<file path="src/hw/rtl/lhrg_pkg.sv">
// Shared types, constants and the hash function of the hashed random generator.
package lhrg_pkg;

	localparam int unsigned WORD_W = 32;
	localparam int unsigned VALUE_W = 31;

	localparam logic [WORD_W-1:0] SEED_RESET = 32'd987654321;
	localparam logic [WORD_W-1:0] LFSR_TAPS = 32'h4800_0000;
	localparam logic [WORD_W-1:0] MASK31 = 32'h7FFF_FFFF;
	localparam logic [WORD_W-1:0] SCRAMBLE = 32'd71;
	localparam logic [WORD_W-1:0] HC1 = 32'd1376312589;
	localparam logic [WORD_W-1:0] HC2 = 32'd789221;
	localparam logic [WORD_W-1:0] HC3 = 32'd15731;

	localparam int unsigned OP_W = 3;
	typedef logic [OP_W-1:0] op_t;

	localparam op_t OP_NONE = 3'd0;
	localparam op_t OP_LFSR = 3'd1;
	localparam op_t OP_SQUARE = 3'd2;
	localparam op_t OP_CUBIC = 3'd3;
	localparam op_t OP_POLY = 3'd4;
	localparam op_t OP_OUT = 3'd5;

	typedef struct packed {
		op_t op;
	} cmd_t;

	typedef struct packed {
		logic slot_free;
	} stat_t;

	function automatic logic [WORD_W-1:0] mix(input logic [WORD_W-1:0] x);
		logic [WORD_W-1:0] s;
		s = WORD_W'($signed(x) >>> 21);
		return ((x << 13) ^ x) - s;
	endfunction

endpackage

</file>
<file path="src/hw/rtl/lhrg_if.sv">
// Valid-ready channel interfaces for requests and random values.
interface lhrg_req_if;
	logic valid;
	logic ready;
	logic request;

	modport source(output valid, output request, input ready);
	modport sink(input valid, input request, output ready);
endinterface

interface lhrg_val_if;
	logic valid;
	logic ready;
	logic [lhrg_pkg::VALUE_W-1:0] value;

	modport source(output valid, output value, input ready);
	modport sink(input valid, input value, output ready);
endinterface

</file>
<file path="src/hw/rtl/lhrg_ctrl.sv">
// Controller state machine that sequences the shared multiplier steps.
module lhrg_ctrl (
	input  logic             clk,
	input  logic             arst_n,
	input  logic             in_valid,
	input  logic             in_request,
	output logic             in_ready,
	input  lhrg_pkg::stat_t  stat,
	output lhrg_pkg::cmd_t   cmd
);

	localparam logic [2:0] ST_IDLE = 3'd0;
	localparam logic [2:0] ST_LFSR = 3'd1;
	localparam logic [2:0] ST_SQUARE = 3'd2;
	localparam logic [2:0] ST_CUBIC = 3'd3;
	localparam logic [2:0] ST_POLY = 3'd4;
	localparam logic [2:0] ST_OUT = 3'd5;

	logic [2:0] state_q;
	logic [2:0] state_d;

	assign in_ready = (state_q == ST_IDLE);

	always_comb begin
		state_d = state_q;
		cmd.op = lhrg_pkg::OP_NONE;
		unique case (state_q)
			ST_IDLE: begin
				if (in_valid && in_request) begin
					state_d = ST_LFSR;
				end
			end
			ST_LFSR: begin
				cmd.op = lhrg_pkg::OP_LFSR;
				state_d = ST_SQUARE;
			end
			ST_SQUARE: begin
				cmd.op = lhrg_pkg::OP_SQUARE;
				state_d = ST_CUBIC;
			end
			ST_CUBIC: begin
				cmd.op = lhrg_pkg::OP_CUBIC;
				state_d = ST_POLY;
			end
			ST_POLY: begin
				cmd.op = lhrg_pkg::OP_POLY;
				state_d = ST_OUT;
			end
			ST_OUT: begin
				if (stat.slot_free) begin
					cmd.op = lhrg_pkg::OP_OUT;
					state_d = ST_IDLE;
				end
			end
			default: begin
				state_d = ST_IDLE;
			end
		endcase
	end

	always_ff @(posedge clk or negedge arst_n) begin
		if (!arst_n) begin
			state_q <= ST_IDLE;
		end else begin
			state_q <= state_d;
		end
	end

endmodule

</file>
<file path="src/hw/rtl/lhrg_dp.sv">
// Datapath with the shift register, seed, shared multiplier and output register.
module lhrg_dp (
	input  logic                          clk,
	input  logic                          arst_n,
	input  logic                          cfg_we,
	input  logic [lhrg_pkg::WORD_W-1:0]   cfg_wdata,
	input  lhrg_pkg::cmd_t                cmd,
	output lhrg_pkg::stat_t               stat,
	output logic                          out_valid,
	input  logic                          out_ready,
	output logic [lhrg_pkg::VALUE_W-1:0]  out_value
);

	logic [lhrg_pkg::WORD_W-1:0] seed_q;
	logic [lhrg_pkg::WORD_W-1:0] sr_q;
	logic [lhrg_pkg::WORD_W-1:0] acc_q;
	logic [lhrg_pkg::WORD_W-1:0] m_q;
	logic [lhrg_pkg::VALUE_W-1:0] value_q;
	logic                         valid_q;

	logic [lhrg_pkg::WORD_W-1:0] base;
	logic [lhrg_pkg::WORD_W-1:0] lfsr_next;
	logic [lhrg_pkg::WORD_W-1:0] mix_acc;
	logic [lhrg_pkg::WORD_W-1:0] mul_a;
	logic [lhrg_pkg::WORD_W-1:0] mul_b;
	logic [lhrg_pkg::WORD_W-1:0] prod;
	logic [lhrg_pkg::WORD_W-1:0] final_word;

	assign base = (sr_q == '0) ? seed_q : sr_q;
	assign lfsr_next = base[0] ? ((base >> 1) ^ lhrg_pkg::LFSR_TAPS) : (base >> 1);
	assign mix_acc = lhrg_pkg::mix(acc_q);
	assign final_word = lhrg_pkg::mix((acc_q & lhrg_pkg::MASK31) + m_q);

	always_comb begin
		mul_a = acc_q;
		mul_b = lhrg_pkg::HC3;
		case (cmd.op)
			lhrg_pkg::OP_LFSR: begin
				mul_a = lfsr_next;
				mul_b = lhrg_pkg::SCRAMBLE;
			end
			lhrg_pkg::OP_SQUARE: begin
				mul_a = mix_acc;
				mul_b = mix_acc;
			end
			lhrg_pkg::OP_POLY: begin
				mul_a = m_q;
				mul_b = acc_q;
			end
			default: begin
				mul_a = acc_q;
				mul_b = lhrg_pkg::HC3;
			end
		endcase
	end

	assign prod = mul_a * mul_b;

	assign stat.slot_free = !valid_q || out_ready;
	assign out_valid = valid_q;
	assign out_value = value_q;

	always_ff @(posedge clk or negedge arst_n) begin
		if (!arst_n) begin
			seed_q <= lhrg_pkg::SEED_RESET;
			sr_q <= '0;
			valid_q <= 1'b0;
		end else begin
			if (cfg_we) begin
				seed_q <= cfg_wdata;
			end
			if (cmd.op == lhrg_pkg::OP_LFSR) begin
				sr_q <= lfsr_next;
			end
			if (cmd.op == lhrg_pkg::OP_OUT) begin
				valid_q <= 1'b1;
			end else if (out_ready) begin
				valid_q <= 1'b0;
			end
		end
	end

	always_ff @(posedge clk) begin
		case (cmd.op)
			lhrg_pkg::OP_LFSR: begin
				acc_q <= prod;
			end
			lhrg_pkg::OP_SQUARE: begin
				m_q <= mix_acc;
				acc_q <= prod;
			end
			lhrg_pkg::OP_CUBIC: begin
				acc_q <= prod + lhrg_pkg::HC2;
			end
			lhrg_pkg::OP_POLY: begin
				acc_q <= prod + lhrg_pkg::HC1;
			end
			lhrg_pkg::OP_OUT: begin
				value_q <= final_word[lhrg_pkg::VALUE_W-1:0];
			end
			default: begin
			end
		endcase
	end

endmodule

</file>
<file path="src/hw/rtl/lfsr_hashed_random_generator.sv">
// Top level of the shift-register driven hashed random generator.
//
// Each word on the req channel with request set pulls one 31-bit random value,
// delivered as one word on the rsp channel; a word with request clear is taken
// and produces nothing. Software reads value / 2^31 as a fraction in [0,1).
// The seed register is written through cfg_we and cfg_wdata; the user is to write it
// only while the block is idle, as the block does not enforce this. It is loaded into
// the shift register whenever that register reads zero. A request is taken while the
// sequencer is idle; it then steps through the LFSR, square, cubic and poly steps and
// loads its value into the output register in the out step, which raises rsp.valid.
// The scramble product and the three dependent products of the hash share one 32-bit
// multiplier, one product per cycle, so the next request waits for the idle state.
// req.ready is high whenever the sequencer is idle, even while a finished value
// still waits in the output register; if rsp stalls, the next value waits in
// its final step until the output register frees up.
// Reset clears the shift register to zero, restores the seed to 987654321 and
// empties the output register.
module lfsr_hashed_random_generator (
	input  logic                         clk,
	input  logic                         arst_n,
	lhrg_req_if.sink                     req,
	lhrg_val_if.source                   rsp,
	input  logic                         cfg_we,
	input  logic [lhrg_pkg::WORD_W-1:0]  cfg_wdata
);

	lhrg_pkg::cmd_t  cmd;
	lhrg_pkg::stat_t stat;

	lhrg_ctrl u_ctrl (
		.clk        (clk),
		.arst_n     (arst_n),
		.in_valid   (req.valid),
		.in_request (req.request),
		.in_ready   (req.ready),
		.stat       (stat),
		.cmd        (cmd)
	);

	lhrg_dp u_dp (
		.clk       (clk),
		.arst_n    (arst_n),
		.cfg_we    (cfg_we),
		.cfg_wdata (cfg_wdata),
		.cmd       (cmd),
		.stat      (stat),
		.out_valid (rsp.valid),
		.out_ready (rsp.ready),
		.out_value (rsp.value)
	);

endmodule

</file>
<file path="src/flat_wrapper.sv">
// flat-port wrapper written by rule: the top's interface ports become plain ports
module lfsr_hashed_random_generator_flat 
  (clk, arst_n, cfg_we, cfg_wdata, req_valid, req_request, req_ready, rsp_valid, rsp_value, rsp_ready);
  lhrg_req_if req_i ();
  lhrg_val_if rsp_i ();
  input  logic clk;
  input  logic arst_n;
  input  logic cfg_we;
  input  logic [lhrg_pkg::WORD_W-1:0] cfg_wdata;
  input wire logic [$bits(req_i.valid)-1:0] req_valid;
  input wire logic [$bits(req_i.request)-1:0] req_request;
  output wire logic [$bits(req_i.ready)-1:0] req_ready;
  output wire logic [$bits(rsp_i.valid)-1:0] rsp_valid;
  output wire logic [$bits(rsp_i.value)-1:0] rsp_value;
  input wire logic [$bits(rsp_i.ready)-1:0] rsp_ready;
  assign req_i.valid = req_valid;
  assign req_i.request = req_request;
  assign req_ready = req_i.ready;
  assign rsp_valid = rsp_i.valid;
  assign rsp_value = rsp_i.value;
  assign rsp_i.ready = rsp_ready;
  lfsr_hashed_random_generator u_core (.clk(clk), .arst_n(arst_n), .req(req_i), .rsp(rsp_i), .cfg_we(cfg_we), .cfg_wdata(cfg_wdata));
endmodule
</file>
<file path="config.mk">
export PLATFORM = sky130hd
export DESIGN_NAME = lfsr_hashed_random_generator_flat
export DESIGN_NICKNAME = d
export VERILOG_FILES = /design/src/hw/rtl/lhrg_pkg.sv /design/src/hw/rtl/lhrg_if.sv /design/src/hw/rtl/lhrg_ctrl.sv /design/src/hw/rtl/lhrg_dp.sv /design/src/hw/rtl/lfsr_hashed_random_generator.sv /design/src/flat_wrapper.sv
export SDC_FILE = /design/constraint.sdc
export NUM_CORES = 2
export LEC_CHECK = 0
export ABC_AREA = 1
export ABC_CLOCK_PERIOD_IN_PS = 12800
export BUFFER_PORTS_ARGS = -buffer_cell sky130_fd_sc_hd__clkbuf_2
export CAP_MARGIN = 10
export CORE_ASPECT_RATIO = 2
export CORE_UTILIZATION = 55
export CTS_CLUSTER_DIAMETER = 50
export DETAILED_ROUTE_END_ITERATION = 6
export PLACE_DENSITY_LB_ADDON = 0.25
export SYNTH_ARGS = -nofsm -noshare
export SYNTH_HDL_FRONTEND = slang
export SYNTH_SLANG_ARGS = --single-unit
</file>
<file path="constraint.sdc">
create_clock -name clk -period 12.8 [get_ports clk]
set_input_delay 0.64 -clock clk [delete_from_list [all_inputs] [get_ports clk]]
set_output_delay 0.64 -clock clk [all_outputs]
set_load 0.05 [all_outputs]
</file>
; Yosys cells after proc, flatten, opt, wreduce, memory -nomap -nowiden
; Cells that the tools add are included.
[totals]
reg_bits = 163
input_bits = 38
elab_cells = 49
[classes]
addsub = 5
n_mux = 12
n_reduce_logical = 9
n_bitwise = 3
n_mul = 1
n_eq_ne = 12
[op_table]
columns = op, count
row1 = $pmux W32 S3, 3
row2 = $add A31 B32 Y32, 1
row3 = $add A32 B20 Y32 const B, 1
row4 = $add A32 B31 Y32 const B, 1
row5 = $logic_not A32 Y1, 1
row6 = $mul A32 B32 Y32, 1
row7 = $mux W32, 1
row8 = $sub A32 B32 Y32, 1
row9 = $xor A32 B32 Y32, 1
row10 = $mux W31, 1
row11 = $sub A31 B31 Y31, 1
row12 = $xor A31 B31 Y31, 1
row13 = $pmux W3 S6, 1
row14 = $pmux W3 S5, 1
row15 = $eq A3 B2 Y1 const B, 4
row16 = $eq A3 B3 Y1 const B, 4
row17 = $mux W3, 3
row18 = $eq A3 B1 Y1 const B, 2
row19 = $ne A2 B1 Y1 const B, 2
row20 = $logic_not A3 Y1, 1
row21 = $reduce_bool A3 Y1, 1
row22 = $mux W1, 2
row23 = $not A2 Y2, 1
row24 = $reduce_and A2 Y1, 1
row25 = 5 further kinds, 5

; Logic depth before layout (Yosys ltp)
[logic_depth]
depth_word = 9
depth_mapped = 57
mapped_depth_nobuf = 57

; Hierarchy
; From an unflattened synthesis, not the netlist that was laid out.
[hier_totals]
hier_cells = 4074
area_unflattened_um2 = 30231.5
[by_module_without_submodules]
columns = module, seq_area_each_um2, instances, area_each_um2, cells_per_inst
row1 = lhrg_dp, 4475.5, 1, 30042.6, 4047
row2 = lhrg_ctrl, 75.1, 1, 188.9, 27

; Worst setup path before layout
; No wires, ideal clock.
[synth_path]
kind = register to register
from = register u_core.u_dp.acc_q[31] (netlist name)
to = register u_core.u_dp.acc_q[31] (netlist name), data pin
n_path_buf = 1
path_stages_with_launch = 52
setup_slack_ns = 3.445
setup_ns = 0.253
arrival_time_ns = 9.102
period_less_slack_ns = 9.355
path_cell_list = edfxtp_1 inv_1 ha_1 nand2_1 inv_1 nand2_1 nand2_1 a21oi_1 nand2_1 xor2_1 nand2_1 nand3_1 nand2_1 clkbuf_1 nor2_1 fa_1 fa_1 fa_1 [16 not listed] nand2_1 nand2_1 nand2_1 nand3_1 nand2_1 xor2_1 ha_1 inv_1 nor2_1 nand2_1 nor2_1 nand3_1 nand3_1 nand3_1 nand2_1 nand2_1 nand3_1 nand2_1
[synth_between]
elab_cells_between_ends = 8
[synth_rtl]
columns = item, line_no
row1 = start: declaration, lhrg_dp.sv:16  ; logic [lhrg_pkg::WORD_W-1:0] acc_q;
row2 = start signal: assignment, lhrg_dp.sv:86  ; acc_q <= prod;
row3 = start signal: assignment, lhrg_dp.sv:90  ; acc_q <= prod;
row4 = start signal: assignment, lhrg_dp.sv:93  ; acc_q <= prod + lhrg_pkg::HC2;
row5 = $sub A32 B32 Y32 (*), lhrg_pkg.sv:36  ; return ((x << 13) ^ x) - s;
row6 = net u_core.u_dp.mix_acc (one bit), lhrg_dp.sv:23  ; logic [lhrg_pkg::WORD_W-1:0] mix_acc;
row7 = $pmux W32 S3, lhrg_dp.sv:37  ; case (cmd.op)
row8 = $mul A32 B32 Y32 (*), lhrg_dp.sv:57  ; assign prod = mul_a * mul_b;
row9 = $add A32 B31 Y32 or $add A32 B20 Y32 (tied branches), "lhrg_dp.sv:96, lhrg_dp.sv:93"
row10 = $pmux W32 S3 (*), lhrg_dp.sv:84  ; case (cmd.op)
; Mark *: on every way through the listed nets, which the timed path passes. The rest lies on a longest branch.
; A chain may end at the register's enable or synchronous reset.

; Worst setup path after layout
[layout_path]
from = register u_core.u_dp.acc_q[27] (netlist name)
to = register u_core.u_dp.acc_q[31] (netlist name), data pin
; The elaborated chain is that of the path after synthesis.

==> results.md <==
- Fin crit period: 11.65 ns
- GP Congestion: between 1 and 1.5
- Critical path launch point type: register
- # resized after CTS: 0
- Die Span X: 168 µm
- CP Capture Type: register
- Final setup TNS: 0 ns
- Avg Vias per Cell: 5.83
- CTS sink count: 162
- Synth warn: 0
- Most frequent CP cell: nand2_1
- Final Hold Viols: 0
- RSZ-0062 raised after global routing: false
- Drt total wl: 125,000 µm
- Hold Buf Count CTS: 0
- CP peak stage delay: 0.66 ns
- Pin count of the biggest net entering global routing: between 60 and 70
- Worst slew pin tran: 1.27 ns
- First-pass GRT wire length: 183,000 µm
- Cell variety after synth: 59
- Clock buffer depth: 3
- DRT Pass-1 Iters: 6
- Routed via count: 27,800
- CP max stage cell: edfxtp_1
- Residual DRC: 0
- Core Region: 54,400 µm²
- FILL cells: 5,228
- GRT Residual Overflow: 0
- Die H: 334 µm
- Final setup fails: 0
- Crit path launch: u_core.u_dp.acc_q[27]$_DFFE_PP_
- DR WL/cell: 26.3 µm
- Iter 0 DRT Violations: 2,346
- End of the worst register-to-register path: u_core.u_dp.acc_q[31]$_DFFE_PP_
- CP Max Fanout: 15
- Cells after synthesis: 4,035
- Critical path endpoint: u_core.u_dp.acc_q[31]$_DFFE_PP_
- Cell Area, Synth: 30,300 µm²
- Vias in the first global route: 29,200
- Initial antenna violation count: 2
- Routed Antenna Nets: 0
- Sequential fraction of the synthesis area: 0.150
- Fin crit share: 0.910
- Setup Skew: 0.0272 ns
- Critical Path RT: 13.07 ns
- Min-delay worst type: input port to async pin
- Yosys reg bits: 162
- Layout area overhead: 5.74%
- HPWL Detailed: 103,000 µm
- Share of cells above drive strength 1: 0.0668
- Clk_lat worst skew: 0.53 ns
- CTS tree: yes
- Die Area: approximately 56,000 µm²
- FF-to-FF path depth: between 50 and 60
- Worst endpoint data arrival time: 11.92 ns
- Root Buffer: clkbuf_16
- GRT Util Overall: 0.462
- Status: completed
- Max-Cap Viols: 0
- FP Rows: 121
- TritonCTS Buffers: 25
- H-tree levels: 4
- Rel. slew slack: 0.148
- Fin. max-slew vios: 0
- Post CTS Setup Buffer Count: 0
- Reg2reg start: u_core.u_dp.acc_q[27]$_DFFE_PP_
- Syn avg cell area: 7.51 µm²
- I/O pin total: 71
- Post-Syn Nets: 4,715
- Clk pin slew, worst setup/hold paths: about 0.05 ns
- Port Buf Inserts: 70
- Max Clock Freq: roughly 86 MHz
- Final Net Count: 4,763
- Crit path kind: register to register
- Starting Density: 0.557
- R2R setup slack: 1.15 ns
how the worst min path moves through the flow:
stage / slack [ns] / startpoint / endpoint
after global routing: 0.33 / cfg_wdata[5] / u_core.u_dp.seed_q[5]$_DFFE_PN1P_
after detailed placement: 0.48 / u_core.u_dp.seed_q[5]$_DFFE_PN1P_ / u_core.u_dp.seed_q[5]$_DFFE_PN1P_
final: 0.31 / arst_n / u_core.u_ctrl.state_q[0]$_DFFE_PN0P_
after floorplan: 0.34 / arst_n / u_core.u_ctrl.state_q[0]$_DFFE_PN0P_
after global placement: 0.48 / u_core.u_dp.seed_q[5]$_DFFE_PN1P_ / u_core.u_dp.seed_q[5]$_DFFE_PN1P_
after CTS: 0.31 / cfg_wdata[5] / u_core.u_dp.seed_q[5]$_DFFE_PN1P_
layer usage:
layer	global-route usage	part of all wire	vias to the layer above
li1	-	-	12300
met1	0.391	0.28	13100
met2	0.792	0.49	1537
met3	0.118	0.076	835
met4	0.586	0.16	0
met5	0	0	-
registers in the layout (all words and copies together), names as in the netlist:
name	count
u_core.u_dp.seed_q	32
u_core.u_ctrl.state_q	3
u_core.u_dp.out_valid	1
u_core.u_dp.acc_q	32
u_core.u_dp.sr_q	31
u_core.u_dp.out_value	31
u_core.u_dp.m_q	32
synthesized netlist by cell type, drive strengths merged:
cell type  instances  area share
o21bai            22      0.0055
nand2           1070        0.13
inv              913        0.11
buf               25      0.0064
o211a              2     0.00066
clkbuf            64      0.0079
o221ai             3     0.00087
clkinv             5     0.00078
a21boi             9      0.0022
and2              19      0.0039
nor4               1     0.00041
dfstp             17       0.015
fa               411        0.27
nor3b              3     0.00074
and3               2     0.00041
a21oi            159       0.027
nand3            159       0.029
nor2             364       0.047
a22oi              1     0.00025
xor2             115       0.033
a31oi              8      0.0017
a221oi             3     0.00087
xnor3              1     0.00074
o21a               5      0.0012
o31ai              4     0.00099
o21ai            118       0.021
xnor2             43       0.012
edfxtp            95       0.094
a211oi             4     0.00099
nand4             30      0.0062
o2111ai            1     0.00087
mux2              26      0.0097
or2                8      0.0017
nand3b             9      0.0022
o211ai            10      0.0031
dfrtp             50       0.041
a21o               3     0.00074
o41ai              1     0.00029
ha               231       0.095
nor3              21      0.0036
through the flow:
step                area (µm²)  setup WS (ns)  hold WS (ns)  utilization  std cells
floorplan                30300           3.44         0.344            -       4035
CTS                      32000           1.42         0.306        0.589       4765
detailed placement       31400           1.44         0.480        0.577       4732
global placement         31400           1.54         0.479        0.577       4732
global route             32000          0.201         0.328        0.589       4765
finish                   32000           1.15         0.307        0.589       4767
cell type report:
type	instances	area, µm²	area share
sequential	162	4550	0.142
inverter	918	3450	0.108
clock buffer	26	629	0.0196
timing repair buffer	110	651	0.0203
clock inverter	7	31.3	0.000977
tap	676	846	0.0264
antenna	2	5.00	0.000156
multi-input combinational	2866	21900	0.683
cells in the final DEF, fill, tap and decap left out, types with 17 or more instances in the layout:
master / n
ha_1: 231
inv_2: 17
xnor2_1: 42
fa_1: 411
mux2_2: 26
buf_4: 40
clkbuf_2: 69
and2_1: 19
inv_1: 896
xor2_1: 115
a21oi_1: 156
dfstp_2: 17
edfxtp_1: 95
dfrtp_1: 50
nand4_1: 30
nor2_1: 353
o21bai_1: 22
nand3_1: 143
o21ai_0: 96
nand2_1: 1057
nor3_1: 20
clkbuf_16: 25
kinds of logic (layout without fill, tap and decap cells):
kind of cell / after synthesis / after routing / share of synthesized area
xor+xnor: 159 / 159 / 0.0464
fa+ha+maj: 642 / 642 / 0.367
other cells: 0 / 2 / 0
compound gates: 353 / 353 / 0.0686
buf+inv: 1007 / 1061 / 0.128
mux: 26 / 26 / 0.00967
flops: 162 / 162 / 0.150
simple gates: 1686 / 1686 / 0.230
worst max-delay path, delay by kind of cell, from the launching register on:
| kind | cells | cell delay (ns) |
|---|---|---|
| fa+ha+maj | 11 | 5.00 |
| xor+xnor | 1 | 0.09 |
| buf+inv | 8 | 1.61 |
| flops | 1 | 0.66 |
| simple gates | 31 | 4.03 |
Power is not shown: default switching activity piles up to over one toggle a cycle in this logic, so the estimate is an artifact.
